`src/design/rttf_pkg.sv`:
```
// ----------------------------------------------------------------------------
// rttf_pkg: shared types and constants for the timeslot table finder
// Table entry layout, action codes, sequencer states and the time constants.
// ----------------------------------------------------------------------------
package rttf_pkg;

	// table geometry
	localparam int SLOTS = 32;
	localparam int IDX_W = $clog2(SLOTS);

	// time fields
	localparam int QMS_W = 16;
	localparam int MS_W  = 10;
	localparam int MS_PER_S = 1000;

	// reciprocal of 1000 for the time reduction, kept just below 2^22 / 1000
	// so that the quotient is never too large and is at most one too small
	localparam int RECIP       = 4194;
	localparam int RECIP_W     = 13;
	localparam int RECIP_SHIFT = 22;
	localparam int PROD_W      = QMS_W + RECIP_W;
	localparam int QUOT_W      = PROD_W - RECIP_SHIFT;

	// action codes
	typedef enum logic [2:0] {
		ACT_WRITE = 3'd0,
		ACT_FIRST = 3'd1,
		ACT_NEXT  = 3'd2,
		ACT_START = 3'd3,
		ACT_FIT   = 3'd4
	} action_t;

	// one table entry, zone in the lowest bits
	typedef struct packed {
		logic [IDX_W-1:0] next;
		logic [MS_W-1:0]  duration;
		logic [MS_W-1:0]  start;
		logic [3:0]       source;
		logic [2:0]       zone;
	} entry_t;

	// sequencer states
	typedef enum logic [2:0] {
		ST_IDLE,
		ST_MOD_WAIT,
		ST_SCAN,
		ST_NX_CHECK,
		ST_NX_FINAL,
		ST_WALK,
		ST_RESP
	} state_t;

endpackage

```
`src/design/rttf_ms_mod.sv`:
```
// ----------------------------------------------------------------------------
// rttf_ms_mod: millisecond count reduced modulo one second
// Two stages: reciprocal multiply for the quotient, then remainder with a
// single correcting subtract. The result holds until the next load.
// ----------------------------------------------------------------------------
module rttf_ms_mod
	import rttf_pkg::*;
(
	input  logic             clk,
	input  logic             arst_n,
	input  logic             load,
	input  logic [QMS_W-1:0] ms_in,
	output logic [MS_W-1:0]  t_ms
);

	logic               vld_s1;
	logic [QMS_W-1:0]   x_s1;
	logic [PROD_W-1:0]  prod_s1;
	logic [QUOT_W-1:0]  quot;
	logic [QMS_W:0]     rem_wide;
	logic [MS_W:0]      rem;
	logic [MS_W-1:0]    t_s2;

	// stage one control
	always_ff @(posedge clk or negedge arst_n) begin
		if (!arst_n) begin
			vld_s1 <= 1'b0;
		end else begin
			vld_s1 <= load;
		end
	end

	// quotient estimate by reciprocal multiply
	always_ff @(posedge clk) begin
		if (load) begin
			x_s1    <= ms_in;
			prod_s1 <= PROD_W'(ms_in) * PROD_W'(RECIP);
		end
	end

	// remainder lies in 0 .. 1999, one subtract brings it into range
	assign quot     = prod_s1[PROD_W-1:RECIP_SHIFT];
	assign rem_wide = {1'b0, x_s1} - ((QMS_W+1)'(quot) * (QMS_W+1)'(MS_PER_S));
	assign rem      = rem_wide[MS_W:0];

	always_ff @(posedge clk) begin
		if (vld_s1) begin
			if (rem >= (MS_W+1)'(MS_PER_S)) begin
				t_s2 <= MS_W'(rem - (MS_W+1)'(MS_PER_S));
			end else begin
				t_s2 <= rem[MS_W-1:0];
			end
		end
	end

	assign t_ms = t_s2;

endmodule

```
`src/design/radio_timeslot_table_finder.sv`:
```
// ----------------------------------------------------------------------------
// radio_timeslot_table_finder: transmit timeslot table with ring lookups
// Single-port-read table memory driven by a sequencer for entry writes,
// zone/source scans and bounded two-pass ring walks.
// ----------------------------------------------------------------------------
//
// channel   direction  handshake                  payload
// s_axis    in         s_axis_tvalid/tready       request, 72-bit tdata
// m_axis    out        m_axis_tvalid/tready       answer, 8-bit tdata
// cfg       in         cfg_we                     none_index in cfg_wdata
//
// One request is in work at a time; a ring walk cannot issue its next read
// before the previous entry is back. Write or unused action: no lookup.
// First slot: a 32-entry scan. Next slot: an entry check, then a scan if
// the zone differs. Fitting slot: two passes of 32 reads. Next starting
// slot: a scan, then both passes. Reset clears the sequencer, the answer
// valid flag and none_index; the table holds no reset value. A stalled
// answer does not block the next request; that request then waits in ST_RESP.
//
module radio_timeslot_table_finder
	import rttf_pkg::*;
(
	input  logic        clk,
	input  logic        arst_n,
	// request: action, entry_index, entry_zone, entry_source, entry_start_ms,
	// entry_duration_ms, entry_next, query_ms, query_zone, query_source,
	// query_index
	input  logic        s_axis_tvalid,
	output logic        s_axis_tready,
	input  logic [71:0] s_axis_tdata,
	// answer: slot_index, found
	output logic        m_axis_tvalid,
	input  logic        m_axis_tready,
	output logic [7:0]  m_axis_tdata,
	// none_index register
	input  logic        cfg_we,
	input  logic [4:0]  cfg_wdata
);

	// request fields
	action_t          in_action;
	logic [IDX_W-1:0] in_entry_index;
	entry_t           in_entry;
	logic [QMS_W-1:0] in_query_ms;
	logic [2:0]       in_query_zone;
	logic [3:0]       in_query_source;
	logic [IDX_W-1:0] in_query_index;
	logic             in_acc;

	assign in_action              = action_t'(s_axis_tdata[2:0]);
	assign in_entry_index         = s_axis_tdata[7:3];
	assign in_entry.zone          = s_axis_tdata[10:8];
	assign in_entry.source        = s_axis_tdata[14:11];
	assign in_entry.start         = s_axis_tdata[24:15];
	assign in_entry.duration      = s_axis_tdata[34:25];
	assign in_entry.next          = s_axis_tdata[39:35];
	assign in_query_ms            = s_axis_tdata[55:40];
	assign in_query_zone          = s_axis_tdata[58:56];
	assign in_query_source        = s_axis_tdata[62:59];
	assign in_query_index         = s_axis_tdata[67:63];

	state_t           state_q, state_d;
	logic [IDX_W-1:0] none_q;
	action_t          op_q;
	logic [2:0]       qzone_q;
	logic [IDX_W-1:0] qidx_q;
	logic [2:0]       tz_q;
	logic [3:0]       ts_q;
	logic [IDX_W:0]   cnt_q;
	logic             pend_s1;
	logic [IDX_W-1:0] pidx_s1;
	logic [IDX_W-1:0] cur_q;
	logic [IDX_W-1:0] start_q;
	logic [IDX_W-1:0] steps_q;
	logic             pass_q;
	logic [IDX_W-1:0] res_q;
	logic             found_q;
	logic             out_valid_q;
	logic [IDX_W-1:0] out_slot_q;
	logic             out_found_q;

	entry_t           mem [SLOTS];
	entry_t           rd_entry;
	logic [IDX_W-1:0] rd_addr;
	logic             mem_we;
	logic [MS_W-1:0]  t_ms;

	logic             scan_hit, scan_miss;
	logic [IDX_W-1:0] scan_pos;
	logic [MS_W:0]    off;
	logic [MS_W:0]    tt;
	logic [MS_W:0]    win_end;
	logic             walk_hit;
	logic             pass_end;
	logic             out_load;

	assign s_axis_tready = (state_q == ST_IDLE);
	assign in_acc        = s_axis_tvalid && s_axis_tready;
	assign mem_we        = in_acc && (in_action == ACT_WRITE);

	// time of day within the second
	rttf_ms_mod u_ms_mod (
		.clk    (clk),
		.arst_n (arst_n),
		.load   (in_acc),
		.ms_in  (in_query_ms),
		.t_ms   (t_ms)
	);

	// timeslot table, writes only from idle so no lookup read overlaps a write
	always_ff @(posedge clk) begin
		if (mem_we) begin
			mem[in_entry_index] <= in_entry;
		end
		rd_entry <= mem[rd_addr];
	end

	// scan compare on the entry read last cycle
	assign scan_hit  = pend_s1 && (rd_entry.zone == tz_q) && (rd_entry.source == ts_q);
	assign scan_miss = pend_s1 && !scan_hit && (pidx_s1 == IDX_W'(SLOTS-1));
	assign scan_pos  = scan_hit ? pidx_s1 : none_q;

	// ring walk tests, second pass shifted by one second
	assign off      = pass_q ? (MS_W+1)'(MS_PER_S) : '0;
	assign tt       = {1'b0, t_ms} + off;
	assign win_end  = {1'b0, rd_entry.start} + {1'b0, rd_entry.duration};
	assign pass_end = (rd_entry.next == start_q) || (steps_q == IDX_W'(SLOTS-1));

	always_comb begin
		if (op_q == ACT_START) begin
			walk_hit = {1'b0, t_ms} <= ({1'b0, rd_entry.start} + off);
		end else begin
			walk_hit = (tt >= {1'b0, rd_entry.start}) && (tt < win_end);
		end
	end

	// sequencer state register
	always_ff @(posedge clk or negedge arst_n) begin
		if (!arst_n) begin
			state_q <= ST_IDLE;
		end else begin
			state_q <= state_d;
		end
	end

	// next state and read address
	always_comb begin
		state_d  = state_q;
		rd_addr  = qidx_q;
		out_load = 1'b0;
		case (state_q)
			ST_IDLE: begin
				rd_addr = in_query_index;
				if (in_acc) begin
					case (in_action)
						ACT_FIRST: state_d = ST_SCAN;
						ACT_NEXT:  state_d = ST_NX_CHECK;
						ACT_START: state_d = ST_SCAN;
						ACT_FIT:   state_d = ST_MOD_WAIT;
						default:   state_d = ST_RESP;
					endcase
				end
			end
			ST_MOD_WAIT: begin
				rd_addr = qidx_q;
				state_d = ST_WALK;
			end
			ST_SCAN: begin
				rd_addr = cnt_q[IDX_W-1:0];
				if (scan_hit || scan_miss) begin
					case (op_q)
						ACT_NEXT: begin
							rd_addr = scan_pos;
							state_d = ST_NX_FINAL;
						end
						ACT_START: begin
							rd_addr = scan_pos;
							state_d = ST_WALK;
						end
						default: state_d = ST_RESP;
					endcase
				end
			end
			ST_NX_CHECK: begin
				if (rd_entry.zone == qzone_q) begin
					state_d = ST_RESP;
				end else begin
					state_d = ST_SCAN;
				end
			end
			ST_NX_FINAL: begin
				state_d = ST_RESP;
			end
			ST_WALK: begin
				if (walk_hit || (pass_end && pass_q)) begin
					state_d = ST_RESP;
				end else begin
					rd_addr = rd_entry.next;
				end
			end
			ST_RESP: begin
				if (!out_valid_q || m_axis_tready) begin
					out_load = 1'b1;
					state_d  = ST_IDLE;
				end
			end
			default: state_d = ST_IDLE;
		endcase
	end

	// request and working registers
	always_ff @(posedge clk) begin
		case (state_q)
			ST_IDLE: begin
				if (in_acc) begin
					op_q    <= in_action;
					qzone_q <= in_query_zone;
					qidx_q  <= in_query_index;
					tz_q    <= in_query_zone;
					ts_q    <= in_query_source;
					cnt_q   <= '0;
					pend_s1 <= 1'b0;
					res_q   <= '0;
					found_q <= 1'b0;
				end
			end
			ST_MOD_WAIT: begin
				cur_q   <= qidx_q;
				start_q <= qidx_q;
				steps_q <= '0;
				pass_q  <= 1'b0;
			end
			ST_SCAN: begin
				// issue one read a cycle, compare it in the cycle after
				pend_s1 <= (cnt_q != (IDX_W+1)'(SLOTS));
				pidx_s1 <= cnt_q[IDX_W-1:0];
				if (cnt_q != (IDX_W+1)'(SLOTS)) begin
					cnt_q <= cnt_q + 1'b1;
				end
				if (scan_hit || scan_miss) begin
					res_q   <= scan_pos;
					found_q <= scan_hit;
					cur_q   <= scan_pos;
					start_q <= scan_pos;
					steps_q <= '0;
					pass_q  <= 1'b0;
				end
			end
			ST_NX_CHECK: begin
				// zone unchanged answers straight away, else re-resolve
				res_q   <= rd_entry.next;
				found_q <= 1'b1;
				ts_q    <= rd_entry.source;
				cnt_q   <= '0;
				pend_s1 <= 1'b0;
			end
			ST_NX_FINAL: begin
				res_q <= rd_entry.next;
			end
			ST_WALK: begin
				if (walk_hit) begin
					res_q   <= cur_q;
					found_q <= 1'b1;
				end else if (pass_end && pass_q) begin
					res_q   <= none_q;
					found_q <= 1'b0;
				end else begin
					cur_q   <= rd_entry.next;
					steps_q <= pass_end ? '0 : steps_q + 1'b1;
					pass_q  <= pass_q | pass_end;
				end
			end
			default: begin
			end
		endcase
	end

	// none_index register
	always_ff @(posedge clk or negedge arst_n) begin
		if (!arst_n) begin
			none_q <= '0;
		end else if (cfg_we) begin
			none_q <= cfg_wdata;
		end
	end

	// answer register
	always_ff @(posedge clk or negedge arst_n) begin
		if (!arst_n) begin
			out_valid_q <= 1'b0;
		end else if (out_load) begin
			out_valid_q <= 1'b1;
		end else if (m_axis_tready) begin
			out_valid_q <= 1'b0;
		end
	end

	always_ff @(posedge clk) begin
		if (out_load) begin
			out_slot_q  <= res_q;
			out_found_q <= found_q;
		end
	end

	assign m_axis_tvalid = out_valid_q;
	assign m_axis_tdata  = {2'b00, out_found_q, out_slot_q};

`ifndef SYNTHESIS
	// an answer only appears after the response state
	a_answer_from_resp: assert property (@(posedge clk) disable iff (!arst_n)
		$rose(m_axis_tvalid) |-> $past(state_q) == ST_RESP)
		else $error("answer raised outside the response state");

	// a table write is answered without any lookup
	a_write_direct: assert property (@(posedge clk) disable iff (!arst_n)
		(in_acc && in_action == ACT_WRITE) |=> state_q == ST_RESP)
		else $error("write transaction did not go to the response state");

	// the second walk pass never falls back to the first
	a_pass_holds: assert property (@(posedge clk) disable iff (!arst_n)
		(state_q == ST_WALK && pass_q) |=> (pass_q || state_q != ST_WALK))
		else $error("ring walk pass went backwards");
`endif

endmodule
```
`config.mk`:
```
export PLATFORM = sky130hd
export DESIGN_NAME = radio_timeslot_table_finder
export DESIGN_NICKNAME = d
export VERILOG_FILES = /design/src/design/rttf_pkg.sv /design/src/design/rttf_ms_mod.sv /design/src/design/radio_timeslot_table_finder.sv
export SDC_FILE = /design/constraint.sdc
export NUM_CORES = 1
export LEC_CHECK = 0
export ABC_AREA = 1
export BUFFER_PORTS_ARGS = -buffer_cell sky130_fd_sc_hd__buf_2
export CORE_UTILIZATION = 30
export CTS_BUF_LIST = sky130_fd_sc_hd__clkbuf_8
export DETAILED_ROUTE_END_ITERATION = 8
export PLACE_DENSITY = 0.54
export SYNTH_ARGS = -nofsm -noshare
export SYNTH_HDL_FRONTEND = slang
export SYNTH_SLANG_ARGS = --single-unit
```
`constraint.sdc`:
```
create_clock -name clk -period 6.2 [get_ports clk]
set_clock_uncertainty 0.1 [all_clocks]
set_input_delay 0.31 -clock clk [delete_from_list [all_inputs] [get_ports clk]]
set_output_delay 0.31 -clock clk [all_outputs]
set_load 0.01 [all_outputs]
```
==> run metrics, run 1 <==
CTS Buf Count=194; CTS tree=done; FF-to-FF End=rd_entry[8]; mean area per synthesized cell=10.55 um2; commonest non-fill, non-tap cell in the layout=nand3_1; Crit-path slowest cell=dfxtp_1; Fin Setup TNS=0 ps; I/O Pins=92; RR Startpoint=rd_entry[9]; CP required=6870 ps; CP startpoint kind=flop; CTS H-tree lvls=4; status=finished, final reports clean; Die Ht=427.4 um; clock root cell=clkbuf_8; Area Overhead vs Synth=15.35%; total wire length=161.1 mm; GRT Total Usage=17.50%; Placeable Area=179000 um2; Synth Instances=5143; initial antenna violation count=20; CTS max path bufs=3; final hold vios=0; hold path depth=2; synthesized area=54280 um2; CP arrival=6340 ps; final setup vio count=0; Die ar.=182600 um2; # nets final=5634; Synth area leader=edfxtp_1; CP most frequent cell=nand2_1; CTS sink count=1149; worst min-delay path class=in -> reg; synth warn=0; vias=38090; vias in the first global route=36130; Sequential cell area=34130 um2; share of the yosys chip area belonging to registers=62.88%; fill count=17890; DR WL/cell=20.42 um; setup bufs post-CTS=0; Port Buffer Count=85; worst hold slack=87.39 ps; area of the multi-input gates=15810 um2; RSZ-0062 raised after global routing=no; layout cell share with drive strength beyond 1=9.392%; met1 Resource Use GR=24.38%; pwr/cell area=572.5 nW/um2; placed cells=7436; CP max FO=32; busiest grt layer=met2; grt total ovfl=0; drt drc=0; pre-CTS setup slack=369.7 ps; Initial Utilization=30.32%; Crit path depth=35; CTS clk-pin slew, worst paths=60 ps; Antenna Violating Nets Remaining=0; R2R depth=35; first-pass GRT wire length=237.9 mm; Cell Rows=155; worst setup path endpoint=rd_entry[8]; largest net degree at the start of global routing=118; LEAKAGE=26.00 nW; Overall Power=35.85 mW; Max Clk Rate=176.3 MHz; worst skew pair latency=930 ps; dpl hpwl=92.51 mm; minimum clock period=5672 ps; vias per cell=4.827; post-synth top area share=61.24%; final worst-path cycle share=91.48%; crit end category=flop; flop-to-flop setup slack=530 ps; Layout Cells excl Fill=7891; CP peak stage delay=470 ps; drt pass-1 iters=6; Synth Register Bits=1149; Die W=427.4 um; drt initial violations=3915; crit-path leading delay family=simple AND/OR/NAND/NOR gates; worst slew pin tran=1200 ps; met2 Use GR=27.48%; Worst Path Buf+Inv=5; Rel. slew slack=19.78%; Final Worst Setup Slack=528.1 ps; Max Cap Violations=0; maximum VDD drop=0.8295 mV; crit path kind=reg -> reg; Netlist cell types=48; hold path start=s_axis_tdata[58]; ranking of synthesized cells by area=edfxtp_1, nand3_1, nand2_1; crit path launch=rd_entry[9]; gpl congestion=0.8194; most frequent cells in the layout=nand3_1, edfxtp_1, nand2_1; M3 GR Usage=2.861%; Slew Viols, Final=0
how the worst min path moves through the flow:
stage	end	slack, ps
finish	tz_q[2]	90
global route	qidx_q[3]	80
CTS	tz_q[2]	20
detailed placement	m_axis_tvalid	120
global placement	m_axis_tvalid	120
floorplan	m_axis_tvalid	-90
layout make-up:
type	count	area share (%)
flip-flops and latches	1149	54.51
multi-input cells	2846	25.26
inverters	868	5.226
well taps	2355	4.706
repair buffers	307	4.436
clock buffers	198	4.352
clock inverters	158	1.469
diodes	10	0.03997
registers in the layout (all words and copies together) (netlist names), 6 cells and up:
register and cells:
mem 1024, u_ms_mod.t_ms 10, u_ms_mod.x_s1 11, cnt_q 6, rd_entry 32, u_ms_mod.prod_s1 7
kinds of logic after synthesis:
group	Yosys count	synth area share [%]
AO/OA/AOI/OAI	144	1.505
AND/OR/NAND/NOR	2460	21.45
XOR/XNOR	54	0.8713
buffers and inverters	1149	8.607
flip-flops	1149	62.88
other	1	0.006908
adder cells (fa/ha/maj)	186	4.675
cell usage after synthesis, drive strengths merged:
cell type / count
nand3: 1162
edfxtp: 1107
nand2: 945
inv: 866
buf: 243
nand3b: 225
ha: 158
nor2: 102
a21oi: 66
o21ai: 45
clkbuf: 38
dfxtp: 32
xor2: 29
fa: 28
xnor2: 25
dfrtp: 10
nand4: 9
o211ai: 9
nor3: 6
o21bai: 6
a21o: 4
or2: 4
nor4: 3
o221ai: 3
a211oi: 2
a221oi: 2
a31o: 2
and3: 2
clkinv: 2
a21boi: 1
a41oi: 1
and2: 1
conb: 1
nor3b: 1
o2111ai: 1
o21a: 1
o22ai: 1
worst register-to-register path, delay by kind of cell, from the launching register on:
kind	cells	cell delay, ps
adders and majority gates	2	610
xor gates and xnor gates	1	90
and+or+nand+nor	20	2190
AOI/OAI and AO/OA	7	990
DFF	1	470
buffers and inverters	5	1060
power by group:
group          internal (mW)  switching, mW  total, mW
logic                   6.34           13.5       19.9
registers               9.11          0.337       9.45
clock network           3.26           3.26       6.51
timing repair:
action	4_1_cts	5_1_grt
hold buffers	89	0
gates resized for setup	0	2
setup endpoints to repair	0	4
endpoints found under the hold margin	1123	0
routing by layer:
layer  up-vias  routed length [um]  part of all wire [%]
li1      17830                   -                     -
met1     18610               71860                    45
met2      1365               73720                    46
met3       278               11240                   7.0
met4        12                4224                   2.6
met5         -                  85                 0.053
through the flow:
stage | utilization [%] | cell area [um2]
global route | 34.98 | 62610
global placement | 32.43 | 58050
CTS | 34.96 | 62580
detailed placement | 32.43 | 58050
floorplan | - | 54290
finish | 34.98 | 62610
Note: power is estimated with default switching activity, not from simulation.
==> inputs of run 2 (changes only) <==
==> constraint.sdc (replaced) <==
create_clock -name clk -period 6.2 [get_ports clk]
set_clock_uncertainty 0.1 [all_clocks]
set_input_delay 1.24 -clock clk [delete_from_list [all_inputs] [get_ports clk]]
set_output_delay 1.24 -clock clk [all_outputs]
set_load 0.01 [all_outputs]
==> run 2 against run 1 <==
Net effect:
- register-to-register slack barely moved
- die area unchanged
- critical path type unchanged
- non-clock buffer count decreased by 89
==> run metrics, run 2 (synthesized netlist as in run 1, its figures left out) <==
Die W=427.4 um (unchanged); final hold vios=0 (unchanged); minimum clock period=5679 ps (was 5672 ps); vias per cell=4.800 (was 4.827); Antenna Violating Nets Remaining=0 (unchanged); Placeable Area=179000 um2 (unchanged); CP startpoint kind=flop (unchanged); Fin Setup TNS=0 ps (unchanged); fin util=34.54% (was 34.98%); Crit-path slowest cell=dfxtp_1 (unchanged); Slew Viols, Final=0 (unchanged); Sequential cell area=34130 um2 (unchanged); drt drc=0 (unchanged); crit path kind=reg -> reg (unchanged); final setup vio count=0 (unchanged); most frequent cells in the layout=nand3_1, edfxtp_1, inv_1 (was nand3_1, edfxtp_1, nand2_1); gpl congestion=0.8123 (was 0.8194); commonest non-fill, non-tap cell in the layout=nand3_1 (unchanged); worst slew pin tran=1097 ps (was 1200 ps); CTS max path bufs=3 (unchanged); Initial Utilization=30.32% (unchanged); max reg flops=1024 (unchanged); Rel. slew slack=26.68% (was 19.78%); register with the most flip-flops=mem (unchanged); Area Overhead vs Synth=13.91% (was 15.35%); RSZ-0062 raised after global routing=no (unchanged); area of the multi-input gates=15810 um2 (about the same); fill count=17950 (was 17890); Max Cap Violations=0 (unchanged); setup bufs post-CTS=0 (unchanged); Cell Rows=155 (unchanged); CP max FO=28 (was 32); I/O Pins=92 (unchanged); CP most frequent cell=nand2_1 (unchanged); Die Ht=427.4 um (unchanged); CP peak stage delay=530 ps (was 470 ps); status=finished, final reports clean (unchanged); first-pass GRT wire length=234.9 mm (was 237.9 mm); worst min-delay path class=in -> async (was in -> reg); fin area=61830 um2 (was 62610 um2); # nets final=5543 (was 5634); CTS H-tree lvls=4 (unchanged); placed inst area=58220 um2 (was 58050 um2); vias in the first global route=35780 (was 36130); layout cell share with drive strength beyond 1=9.673% (was 9.392%); drt initial violations=3417 (was 3915); vias=37450 (was 38090); GRT Total Usage=17.33% (was 17.50%); drt pass-1 iters=6 (unchanged); largest net degree at the start of global routing=119 (was 118); clock root cell=clkbuf_8 (unchanged); CP required=6870 ps (about the same); CTS tree=done (unchanged); grt total ovfl=0 (unchanged); CTS clk-pin slew, worst paths=60 ps (about the same); total wire length=158.7 mm (was 161.1 mm); dpl hpwl=90.85 mm (was 92.51 mm); CTS Buf Count=192 (was 194); worst skew pair latency=950 ps (was 930 ps); Max Clk Rate=176.1 MHz (was 176.3 MHz); Largest regs=mem (1024), rd_entry (32), u_ms_mod.x_s1 (11) (unchanged); initial antenna violation count=29 (was 20); Hold Buf Count CTS=0 (was 89); crit end category=flop (unchanged); Post-CTS Resized=0 (unchanged); worst hold slack=115.7 ps (was 87.39 ps); final worst-path cycle share=91.60% (was 91.48%); Die ar.=182600 um2 (unchanged); Port Buffer Count=85 (unchanged); DR WL/cell=20.34 um (was 20.42 um); CTS sink count=1149 (unchanged); CP arrival=6350 ps (was 6340 ps)
-- run 2: metal layers --
metal,GRT usage [%],vias up,routed length [um]
li1,-,17640,-
met1,23.89,18280,70750
met2,27.56,1226,72820
met3,3.227,285,10900
met4,5.232,16,4097
met5,0,-,104
-- run 2: final cells by class --
| type | instances | share of cell area (%) |
|---|---|---|
| well taps | 2355 | 4.766 |
| diodes | 8 | 0.03238 |
| flip-flops and latches | 1149 | 55.20 |
| multi-input cells | 2846 | 25.57 |
| repair buffers | 218 | 3.335 |
| inverters | 868 | 5.292 |
| clock inverters | 154 | 1.285 |
| clock buffers | 203 | 4.519 |
-- run 2: worst paths after layout --
check,from,end,slack [ps],depth (start not counted)
worst max-delay path,rd_entry[8],rd_entry[7],520,32
worst min-delay path,arst_n,m_axis_tvalid,120,1
worst max register to register,rd_entry[8],rd_entry[7],520,32
worst min register to register,res_q[3],out_slot_q[3],320,0
max in group asynchronous,arst_n,u_ms_mod.vld_s1,5590,1
min in group clk,res_q[3],out_slot_q[3],320,0
-- run 2: through the flow --
stage,setup WS (ps),instances
after floorplan,1627,5144
after global placement,469.9,7436
after detailed placement,454.0,7436
after CTS,458.8,7793
after global routing,110.0,7796
final,520.6,7801
-- run 2: worst max-delay path, delay by kind of cell, from the launching register on --
kind	cells	cell delay, ps
AOI/OAI and AO/OA	9	1330
adders and majority gates	2	570
buffers and inverters	4	750
DFF	1	530
and+or+nand+nor	17	2200
Power of run 2 is left out: the tool's default activity adds up to more than one toggle a clock period on the data nets, which glitch-free logic cannot reach.
